## config.mk

```make
export PLATFORM = sky130hd
export DESIGN_NAME = x86_decimal_adjust_unit_core
export DESIGN_NICKNAME = d
export VERILOG_FILES = /design/src/rtl/core/xdau_pkg.sv /design/src/rtl/core/x86_decimal_adjust_unit_core.sv
export SDC_FILE = /design/constraint.sdc
export NUM_CORES = 1
export LEC_CHECK = 0
export ABC_AREA = 1
export BUFFER_PORTS_ARGS = -buffer_cell sky130_fd_sc_hd__buf_2
export CAP_MARGIN = 20
export CORE_MARGIN = 3
export CORE_UTILIZATION = 30
export CTS_CLUSTER_DIAMETER = 100
export DETAILED_ROUTE_END_ITERATION = 8
export PLACE_DENSITY_LB_ADDON = 0.08
export SLEW_MARGIN = 15
export SYNTH_ARGS = -nofsm -noshare
export SYNTH_HDL_FRONTEND = slang
export SYNTH_SLANG_ARGS = --single-unit
```

## constraint.sdc

```tcl
create_clock -name clk -period 9.7 [get_ports clk]
set_input_delay 1.94 -clock clk [delete_from_list [all_inputs] [get_ports clk]]
set_output_delay 1.94 -clock clk [all_outputs]
set_load 0.02 [all_outputs]
```

## src/rtl/core/xdau_pkg.sv

```systemverilog
// ----------------------------------------------------------------------------
// xdau_pkg
// Shared types, opcodes, flag positions and arithmetic helpers of the x86
// decimal adjust unit.
// ----------------------------------------------------------------------------
package xdau_pkg;

  // Instruction selector codes
  localparam logic [2:0] OP_DAA = 3'd0;
  localparam logic [2:0] OP_DAS = 3'd1;
  localparam logic [2:0] OP_AAA = 3'd2;
  localparam logic [2:0] OP_AAS = 3'd3;
  localparam logic [2:0] OP_AAM = 3'd4;
  localparam logic [2:0] OP_AAD = 3'd5;

  // 8086 flag bit positions
  localparam int unsigned FL_CF = 0;
  localparam int unsigned FL_PF = 2;
  localparam int unsigned FL_AF = 4;
  localparam int unsigned FL_ZF = 6;
  localparam int unsigned FL_SF = 7;
  localparam int unsigned FL_OF = 11;

  localparam logic [7:0] HIGH_LIMIT_AF = 8'h9F;
  localparam logic [7:0] HIGH_LIMIT    = 8'h99;
  localparam logic [7:0] LOW_FIX       = 8'h06;
  localparam logic [7:0] HIGH_FIX      = 8'h60;
  localparam logic [7:0] NIBBLE_MASK   = 8'h0F;
  localparam logic [3:0] NIBBLE_MAX    = 4'd9;

  typedef struct packed {
    logic [7:0]  r;
    logic [15:0] flags;
  } alu_res_t;

  typedef struct packed {
    logic [7:0] rem;   // partial remainder
    logic [7:0] work;  // dividend bits still to go, quotient bits shifted in
  } div_state_t;

  // Payload carried down the pipe
  typedef struct packed {
    logic [2:0]  op;
    logic [15:0] ax;
    logic [7:0]  imm;
    logic [15:0] flags;
    logic        low_fix;
    logic        high_fix;
    logic [7:0]  prod;
    div_state_t  div;
  } stage_t;

  // SF, ZF and PF from an 8-bit result
  function automatic logic [15:0] result_flags(input logic [15:0] f, input logic [7:0] r);
    logic [15:0] o;
    o        = f;
    o[FL_SF] = r[7];
    o[FL_ZF] = (r == 8'h00);
    o[FL_PF] = ~^r;
    return o;
  endfunction

  // 8-bit add or subtract with full arithmetic flags
  function automatic alu_res_t alu8(input logic sub, input logic [7:0] a,
                                    input logic [7:0] b, input logic [15:0] f);
    logic [8:0]  s;
    logic [15:0] o;
    alu_res_t    res;
    o = f;
    if (sub) begin
      s        = {1'b0, a} - {1'b0, b};
      o[FL_OF] = ((a ^ b) & (a ^ s[7:0])) >> 7 != 8'h00;
    end else begin
      s        = {1'b0, a} + {1'b0, b};
      o[FL_OF] = (~(a ^ b) & (a ^ s[7:0])) >> 7 != 8'h00;
    end
    o[FL_CF]  = s[8];
    o[FL_AF]  = a[4] ^ b[4] ^ s[4];
    res.r     = s[7:0];
    res.flags = result_flags(o, s[7:0]);
    return res;
  endfunction

  // One restoring division step
  function automatic div_state_t div_step(input div_state_t d, input logic [7:0] divisor);
    logic [8:0] t;
    logic [8:0] diff;
    logic       ge;
    div_state_t o;
    t      = {d.rem, d.work[7]};
    diff   = t - {1'b0, divisor};
    ge     = (t >= {1'b0, divisor});
    o.rem  = ge ? diff[7:0] : t[7:0];
    o.work = {d.work[6:0], ge};
    return o;
  endfunction

endpackage

```

## src/rtl/core/x86_decimal_adjust_unit_core.sv

```systemverilog
// ----------------------------------------------------------------------------
// x86_decimal_adjust_unit_core
// Executes DAA, DAS, AAA, AAS, AAM and AAD on AX and the flags word.
//
// One instruction is taken per clock: start is sampled every cycle and busy
// is always low. Each request's result is registered in the out stage after
// passing s1 to s5. It then sits on the ports for one cycle with done high.
// Results are in request order and the receiver cannot stall them, so it
// must take each one when done is high. The AAM divide is a restoring
// divider that resolves two quotient bits per stage over four stages. A zero
// AAM divisor leaves AX unchanged, sets ZF and PF, clears CF, AF, OF and SF
// and raises divide_error alongside done.
// ----------------------------------------------------------------------------
module x86_decimal_adjust_unit_core (
  input  logic        clk,
  input  logic        rst,
  input  logic        start,
  output logic        busy,
  input  logic [2:0]  operation,
  input  logic [15:0] ax_in,
  input  logic [7:0]  imm_byte,
  input  logic [15:0] flags_in,
  output logic        done,
  output logic [15:0] ax_out,
  output logic [15:0] flags_out,
  output logic        divide_error
);

  // Stage layout
  //   s1: captured request
  //   s2: fix decisions, AAD product, quotient bits 7..6
  //   s3: adjust/AAD add done, quotient bits 5..4
  //   s4: quotient bits 3..2
  //   s5: quotient bits 1..0
  //   out: AAM flags folded in, result registered
  logic                 v1, v2, v3, v4, v5;
  xdau_pkg::stage_t     s1, s2, s3, s4, s5;
  xdau_pkg::stage_t     s2_next, s3_next, s4_next, s5_next;
  logic [15:0]          ax_next;
  logic [15:0]          flags_next;
  logic                 err_next;

  assign busy = 1'b0;  // fully pipelined, never holds off a request

  // ---- s1 -> s2: decide fixes, start multiply and divide -------------------
  always_comb begin
    logic [7:0]  al;
    logic [15:0] prod16;
    xdau_pkg::div_state_t d;
    al               = s1.ax[7:0];
    s2_next          = s1;
    s2_next.low_fix  = (al[3:0] > xdau_pkg::NIBBLE_MAX) || s1.flags[xdau_pkg::FL_AF];
    s2_next.high_fix = s1.flags[xdau_pkg::FL_CF] ||
                       (al > (s1.flags[xdau_pkg::FL_AF] ? xdau_pkg::HIGH_LIMIT_AF
                                                        : xdau_pkg::HIGH_LIMIT));
    prod16           = s1.ax[15:8] * s1.imm;
    s2_next.prod     = prod16[7:0];
    d.rem            = 8'h00;
    d.work           = al;
    d                = xdau_pkg::div_step(d, s1.imm);
    s2_next.div      = xdau_pkg::div_step(d, s1.imm);
  end

  // ---- s2 -> s3: adjust and AAD arithmetic, divide bits 5..4 --------------
  always_comb begin
    logic [7:0]         al;
    logic [7:0]         ah;
    logic [7:0]         corr;
    logic               sub;
    xdau_pkg::alu_res_t res;
    al      = s2.ax[7:0];
    ah      = s2.ax[15:8];
    s3_next = s2;
    s3_next.div = xdau_pkg::div_step(xdau_pkg::div_step(s2.div, s2.imm), s2.imm);
    corr    = (s2.low_fix  ? xdau_pkg::LOW_FIX  : 8'h00) |
              (s2.high_fix ? xdau_pkg::HIGH_FIX : 8'h00);
    sub     = (s2.op == xdau_pkg::OP_DAS) || (s2.op == xdau_pkg::OP_AAS);
    res     = '0;
    case (s2.op)
      xdau_pkg::OP_DAA, xdau_pkg::OP_DAS: begin
        res = xdau_pkg::alu8(sub, al, corr, s2.flags);
        res.flags[xdau_pkg::FL_CF] = s2.high_fix;
        res.flags[xdau_pkg::FL_AF] = s2.low_fix;
        s3_next.ax    = {ah, res.r};
        s3_next.flags = res.flags;
      end
      xdau_pkg::OP_AAA, xdau_pkg::OP_AAS: begin
        res = xdau_pkg::alu8(sub, al, s2.low_fix ? xdau_pkg::LOW_FIX : 8'h00, s2.flags);
        res.flags[xdau_pkg::FL_CF] = s2.low_fix;
        res.flags[xdau_pkg::FL_AF] = s2.low_fix;
        if (s2.low_fix) begin
          ah = sub ? (ah - 8'd1) : (ah + 8'd1);
        end
        s3_next.ax    = {ah, res.r & xdau_pkg::NIBBLE_MASK};
        s3_next.flags = res.flags;
      end
      xdau_pkg::OP_AAD: begin
        res = xdau_pkg::alu8(1'b0, s2.prod, al, s2.flags);
        s3_next.ax    = {8'h00, res.r};
        s3_next.flags = res.flags;
      end
      default: begin
        // AAM finishes at the end; undefined selectors pass through
      end
    endcase
  end

  // ---- s3 -> s4 and s4 -> s5: remaining quotient bits ----------------------
  always_comb begin
    s4_next     = s3;
    s4_next.div = xdau_pkg::div_step(xdau_pkg::div_step(s3.div, s3.imm), s3.imm);
    s5_next     = s4;
    s5_next.div = xdau_pkg::div_step(xdau_pkg::div_step(s4.div, s4.imm), s4.imm);
  end

  // ---- s5 -> out: AAM result and flags ------------------------------------
  always_comb begin
    logic [15:0] f;
    ax_next    = s5.ax;
    flags_next = s5.flags;
    err_next   = 1'b0;
    f          = s5.flags;
    if (s5.op == xdau_pkg::OP_AAM) begin
      f[xdau_pkg::FL_CF] = 1'b0;
      f[xdau_pkg::FL_AF] = 1'b0;
      f[xdau_pkg::FL_OF] = 1'b0;
      if (s5.imm == 8'h00) begin
        flags_next = xdau_pkg::result_flags(f, 8'h00);
        err_next   = 1'b1;
      end else begin
        flags_next = xdau_pkg::result_flags(f, s5.div.rem);
        ax_next    = {s5.div.work, s5.div.rem};
      end
    end
  end

  // ---- valid chain ---------------------------------------------------------
  always_ff @(posedge clk) begin
    if (rst) begin
      v1   <= 1'b0;
      v2   <= 1'b0;
      v3   <= 1'b0;
      v4   <= 1'b0;
      v5   <= 1'b0;
      done <= 1'b0;
    end else begin
      v1   <= start && !busy;
      v2   <= v1;
      v3   <= v2;
      v4   <= v3;
      v5   <= v4;
      done <= v5;
    end
  end

  // ---- payload -------------------------------------------------------------
  always_ff @(posedge clk) begin
    s1.op       <= operation;
    s1.ax       <= ax_in;
    s1.imm      <= imm_byte;
    s1.flags    <= flags_in;
    s1.low_fix  <= 1'b0;
    s1.high_fix <= 1'b0;
    s1.prod     <= 8'h00;
    s1.div      <= '0;
    s2          <= s2_next;
    s3          <= s3_next;
    s4          <= s4_next;
    s5          <= s5_next;
    ax_out      <= ax_next;
    flags_out   <= flags_next;
  end

  // error mark only ever shows with a result
  always_ff @(posedge clk) begin
    if (rst) begin
      divide_error <= 1'b0;
    end else begin
      divide_error <= v5 && err_next;
    end
  end

  // ---- assertions ----------------------------------------------------------
  a_fixed_latency : assert property (@(posedge clk) disable iff (rst)
    start |-> ##6 done)
    else $error("request did not complete after six cycles");

  a_err_with_done : assert property (@(posedge clk) disable iff (rst)
    divide_error |-> done)
    else $error("divide_error without a result");

  a_err_flags : assert property (@(posedge clk) disable iff (rst)
    (done && divide_error) |-> (flags_out[xdau_pkg::FL_ZF] && flags_out[xdau_pkg::FL_PF] &&
                                !flags_out[xdau_pkg::FL_CF] && !flags_out[xdau_pkg::FL_SF]))
    else $error("zero-divisor AAM flags wrong");

endmodule
```

# Word level (Yosys, flattened, before mapping)
# Cells that the tools add are included.
# totals
regBits,328
in_bits,46
out_inout_bits,35
wordCells,134
# classes
addsub,15
n_mul,1
order_cmp,10
eq_ne,5
n_mux,28
n_bitwise,19
n_reduce_logical,16
# ops
operator,count
8-bit two-way mux,15
8-bit subtractor,8
9-bit by 8-bit greater-or-equal comparator with 1-bit output,7
8-bit XOR,7
16-bit case mux with 3 select lines,1
8-bit bitwise AND,5
8-bit zero test,5
12-bit case mux with 3 select lines,1
16-bit two-way mux,2
8-bit XNOR reduction,4
8-bit NOT,3
12-bit two-way mux,1
8-bit by 8-bit adder with 9-bit output,1
9-bit two-way mux,1
8-bit by 1-bit adder with 8-bit output (second input constant),1
8-bit by 3-bit adder with 8-bit output,1
8-bit adder,1
1-bit by 8-bit greater-or-equal comparator with 1-bit output,1
8-bit greater-than comparator,1
8-bit by 8-bit multiplier with 8-bit output,1
8-bit by 7-bit bitwise OR with 8-bit output,1
1-bit by 8-bit subtractor with 8-bit output,1
8-bit by 1-bit subtractor with 8-bit output (second input constant),1
8-bit by 3-bit subtractor with 8-bit output,1
13 further kinds,23

# Longest topological paths before layout
# logic_depth
ltp_word,7
depth_mapped,22
ltp_nobuf,22

# Worst setup path before layout
# No wires, ideal clock.
# synth_timing
path_kind,reg-to-reg
startpoint,reg s1[46] (netlist bit)
endpoint,reg s2[23] (netlist bit)
setup_ns,0.113
arrival_ns,3.338
t_required_ns,9.587
setup_slack_ns,6.250
path_stages_with_launch,19
path_buffers,1
synth_period_minus_slack_ns,3.450
path_cell_list,dfxtp_1 buf_2 nand2_1 inv_1 fa_1 inv_1 fa_1 inv_1 fa_1 fa_1 ha_1 a21oi_1 nand2_1 xnor2_1 inv_1 nand2_1 nand2_1 nor2_1 nor2_1
# synth_lines
element,line_no,rtl
"start, declared",x86_decimal_adjust_unit_core.sv:37,"xdau_pkg::stage_t s1, s2, s3, s4, s5;"
"end signal, assigned",x86_decimal_adjust_unit_core.sv:166,s2 <= s2_next;
"end, declared",x86_decimal_adjust_unit_core.sv:37,

==> impl_results.md <==
- Launching point of the worst reg2reg path: s1[44]$_DFF_P_
- Vias in the first global route: 9705
- CP max FO: 10
- ANT cells: 0
- Clock buffer count from CTS: 36
- Sequential area share after synthesis: 47.3%
- WL final: 30900 microns
- DRC marker count from the first detailed-route iteration: 446
- Yosys top cell area share: 47.3%
- Sequential Power Share: 37.5%
- Fillers: 4611
- Die extent in x: 219 microns
- Synth Instances: 1584
- Setup TNS: 0 ns
- Cells along the critical path: nand2_1 > inv_1 > fa_1 > ha_1 > fa_1 > fa_1 > ha_1 > a21oi_1 > nand2_1 > xnor2_1 > inv_1 > nand2_1 > nand2_1 > nor2_1 > nor2_1
- Tot GR Track Use: 13.2%
- Die Y: 219 microns
- Synth Flop Type: dfxtp_1
- Reg2reg setup slack: 6.03 ns
- Synthesized area: 13600 sq um
- Unrepaired setup endpoints after global routing: no
- Final Critical Period: 3.67 ns
- Final setup violation count: 0
- Worst Path Buf+Inv: 2
- Synthesized area per cell: 8.61 sq um
- FFs w/ async S/R, synth: 0%
- Max incr delay on CP: 0.58 ns
- Critical Path Start Type: flop
- Buffers on Ports: 79
- Cts hold-fix bufs: 0
- Via density: 4.20
- Hold WC Path Type: flop to flop
- Cell family with most CP delay: adder cells
- Post-route clock skew: 0.00881 ns
- Hold endpoint: s5[64]$_DFF_P_
- IO Count: 81
- Core region area: 44600 sq um
- Critical Path RT: 10.12 ns
- Post-synth EDFFs: 0
- Power per cell area: 265 nW/um^2
- Top post-synthesis cells by area: dfxtp_1, nand2_1, ha_1
- Critical Path Sink Type: flop
- Critical path depth: 15
- Yosys cell types: 49
- WL per Instance: 13.4 microns
- Largest net degree at the start of global routing: 28
- Net Sw Power: 1.42 mW
- Final ANT Viol Nets: 0
- CTS H-Tree Depth: 2
- Max Freq: 0.272 GHz
- Static Leakage: 8.15 nW
- Clk pwr share: 31.0%
- HP Start: s4[64]$_DFF_P_
- Least-Margin Pin Slew: 0.668 ns
- DR vias: 9670
- RePlAce Congestion: 0.817
- Pre-Repair DR Iteration Count: 5
- Postcts setup bufs: 0
- Post-route clock period utilization: 37.9%
- Initial Utilization: 30.6%
- CP Class: flop to flop
- Max clock buf depth: 3
- Top cells by count, synth: nand2_1, dfxtp_1, inv_1
- Area leader, netlist: dfxtp_1
- Relative slew slack: 55.4%
- Clock-pin slew on the worst setup and hold paths: 0.06 ns
- WHS Path Cells: 0
- YS warnings: 0
- Critical path's slowest cell: dfxtp_1
- Clock Sinks: 322
- Antenna violations before repair: 0
- Total Power: 4.20 mW
- DIE AREA: 48100 sq um
- DP HPWL: 24600 microns
- Share of cells above drive strength 1: 11.5%
- RR Endpoint: s2[23]$_DFF_P_
- Worst reg-to-reg path cell count: 15
- CP dominant cell by count: nand2_1
- Net Count, Synth: 1769
- Status: complete, no violations
- Clock Latency Late Sink: 0.53 ns
- Maximum capacitance violations: 0
- P&R area growth vs syn: 16.1%
- Row count: 77
- Final Max Slew Viols: 0
- Count leader, synth: nand2_1
- #FFs+latches synth: 322
- Hold Vio Cnt, Final: 0
- Combinational share of power: 31.5%
- PostCTS Resize Cnt: 0
- Peak VDD IR: 0.116 mV
- Switching share of power: 33.8%
- Nets: 1871
- Root Driver: clkbuf_16
- Worst EP arrival: 4.09 ns
- Pint: 2.78 mW
- First-pass GRT wire length: 50700 microns
- CTS tree: yes
- Grt ovf: 0
- # DRC: 0
[area by class of cell]
| class | count | area (sq um) | area share (%) |
|---|---|---|---|
| Sequential cell | 322 | 6450 | 40.7 |
| Multi-Input combinational cell | 999 | 6160 | 38.9 |
| Inverter | 248 | 932 | 5.89 |
| Clock inverter | 14 | 168 | 1.06 |
| Tap cell | 592 | 741 | 4.68 |
| Clock buffer | 47 | 982 | 6.21 |
| Timing Repair Buffer | 79 | 395 | 2.50 |
[flip-flops by register name, indices dropped and copies added, names as in the netlist, 16 cells and up]
signal / cells
s3: 59
s5: 59
s1: 43
flags_out: 16
s4: 59
s2: 63
ax_out: 16
[power groups by stage]
stage          Clock, mW  Combinational, mW  Sequential, mW
6_report            1.30               1.32            1.57
5_1_grt             1.41               1.54            1.60
4_1_cts             1.36               1.34            1.58
3_5_place_dp           0               1.34            1.61
3_3_place_gp           0               1.34            1.61
2_1_floorplan          0               1.04            1.59
[metrics by stage]
stage          cell area (sq um)  utilization [%]  std cells  setup slack [ns]  hold WS [ns]
3_5_place_dp               14700             32.9       2240              6.01         0.312
4_1_cts                    15800             35.5       2301              5.99         0.316
3_3_place_gp               14700             32.9       2240              6.05         0.310
5_1_grt                    15800             35.5       2301              5.73         0.326
6_report                   15800             35.5       2301              6.03         0.319
2_1_floorplan              13600                -       1584              6.25         0.310
[placed cells by master (no fill, tap or decap), types with 11 or more instances in the layout]
cell type	Yosys	routed
nand2_1	431	431
dfxtp_1	322	322
inv_1	237	237
ha_1	116	116
nand3_1	102	102
buf_2	5	79
nor2_1	65	65
a21oi_1	47	47
clkbuf_16	0	36
o21ai_0	33	33
xor2_1	32	32
nand4_1	28	28
fa_1	23	23
xnor2_1	17	17
o21ai_1	11	11
[how the worst max path moves through the flow]
stage,from,endpoint
floorplan,s1[46]$_DFF_P_,s2[23]$_DFF_P_
global placement,s1[44]$_DFF_P_,s2[23]$_DFF_P_
detailed placement,s1[44]$_DFF_P_,s2[23]$_DFF_P_
CTS,s1[44]$_DFF_P_,s2[23]$_DFF_P_
global route,s1[44]$_DFF_P_,s2[23]$_DFF_P_
finish,s1[44]$_DFF_P_,s2[23]$_DFF_P_
[cell families (layout without fill, tap and decap cells)]
logic type | Yosys count | count (layout) | synth area share (%)
simple gates | 686 | 686 | 22.5
buf+inv | 263 | 388 | 7.54
other cells | 1 | 1 | 0.0275
xor+xnor | 49 | 49 | 3.15
compound gates | 124 | 124 | 5.55
fa+ha+maj | 139 | 139 | 14.0
flops | 322 | 322 | 47.3
[metal layers]
metal	vias up	part of all wire (%)	wire length (microns)	track usage (%)
met3	47	3.7	1130	2.10
li1	5192	-	-	-
met1	4293	49	15300	18.3
met5	-	0	0	0
met4	0	2.4	740	3.80
met2	138	45	13800	21.2
Note: power is estimated with default switching activity, not from simulation.
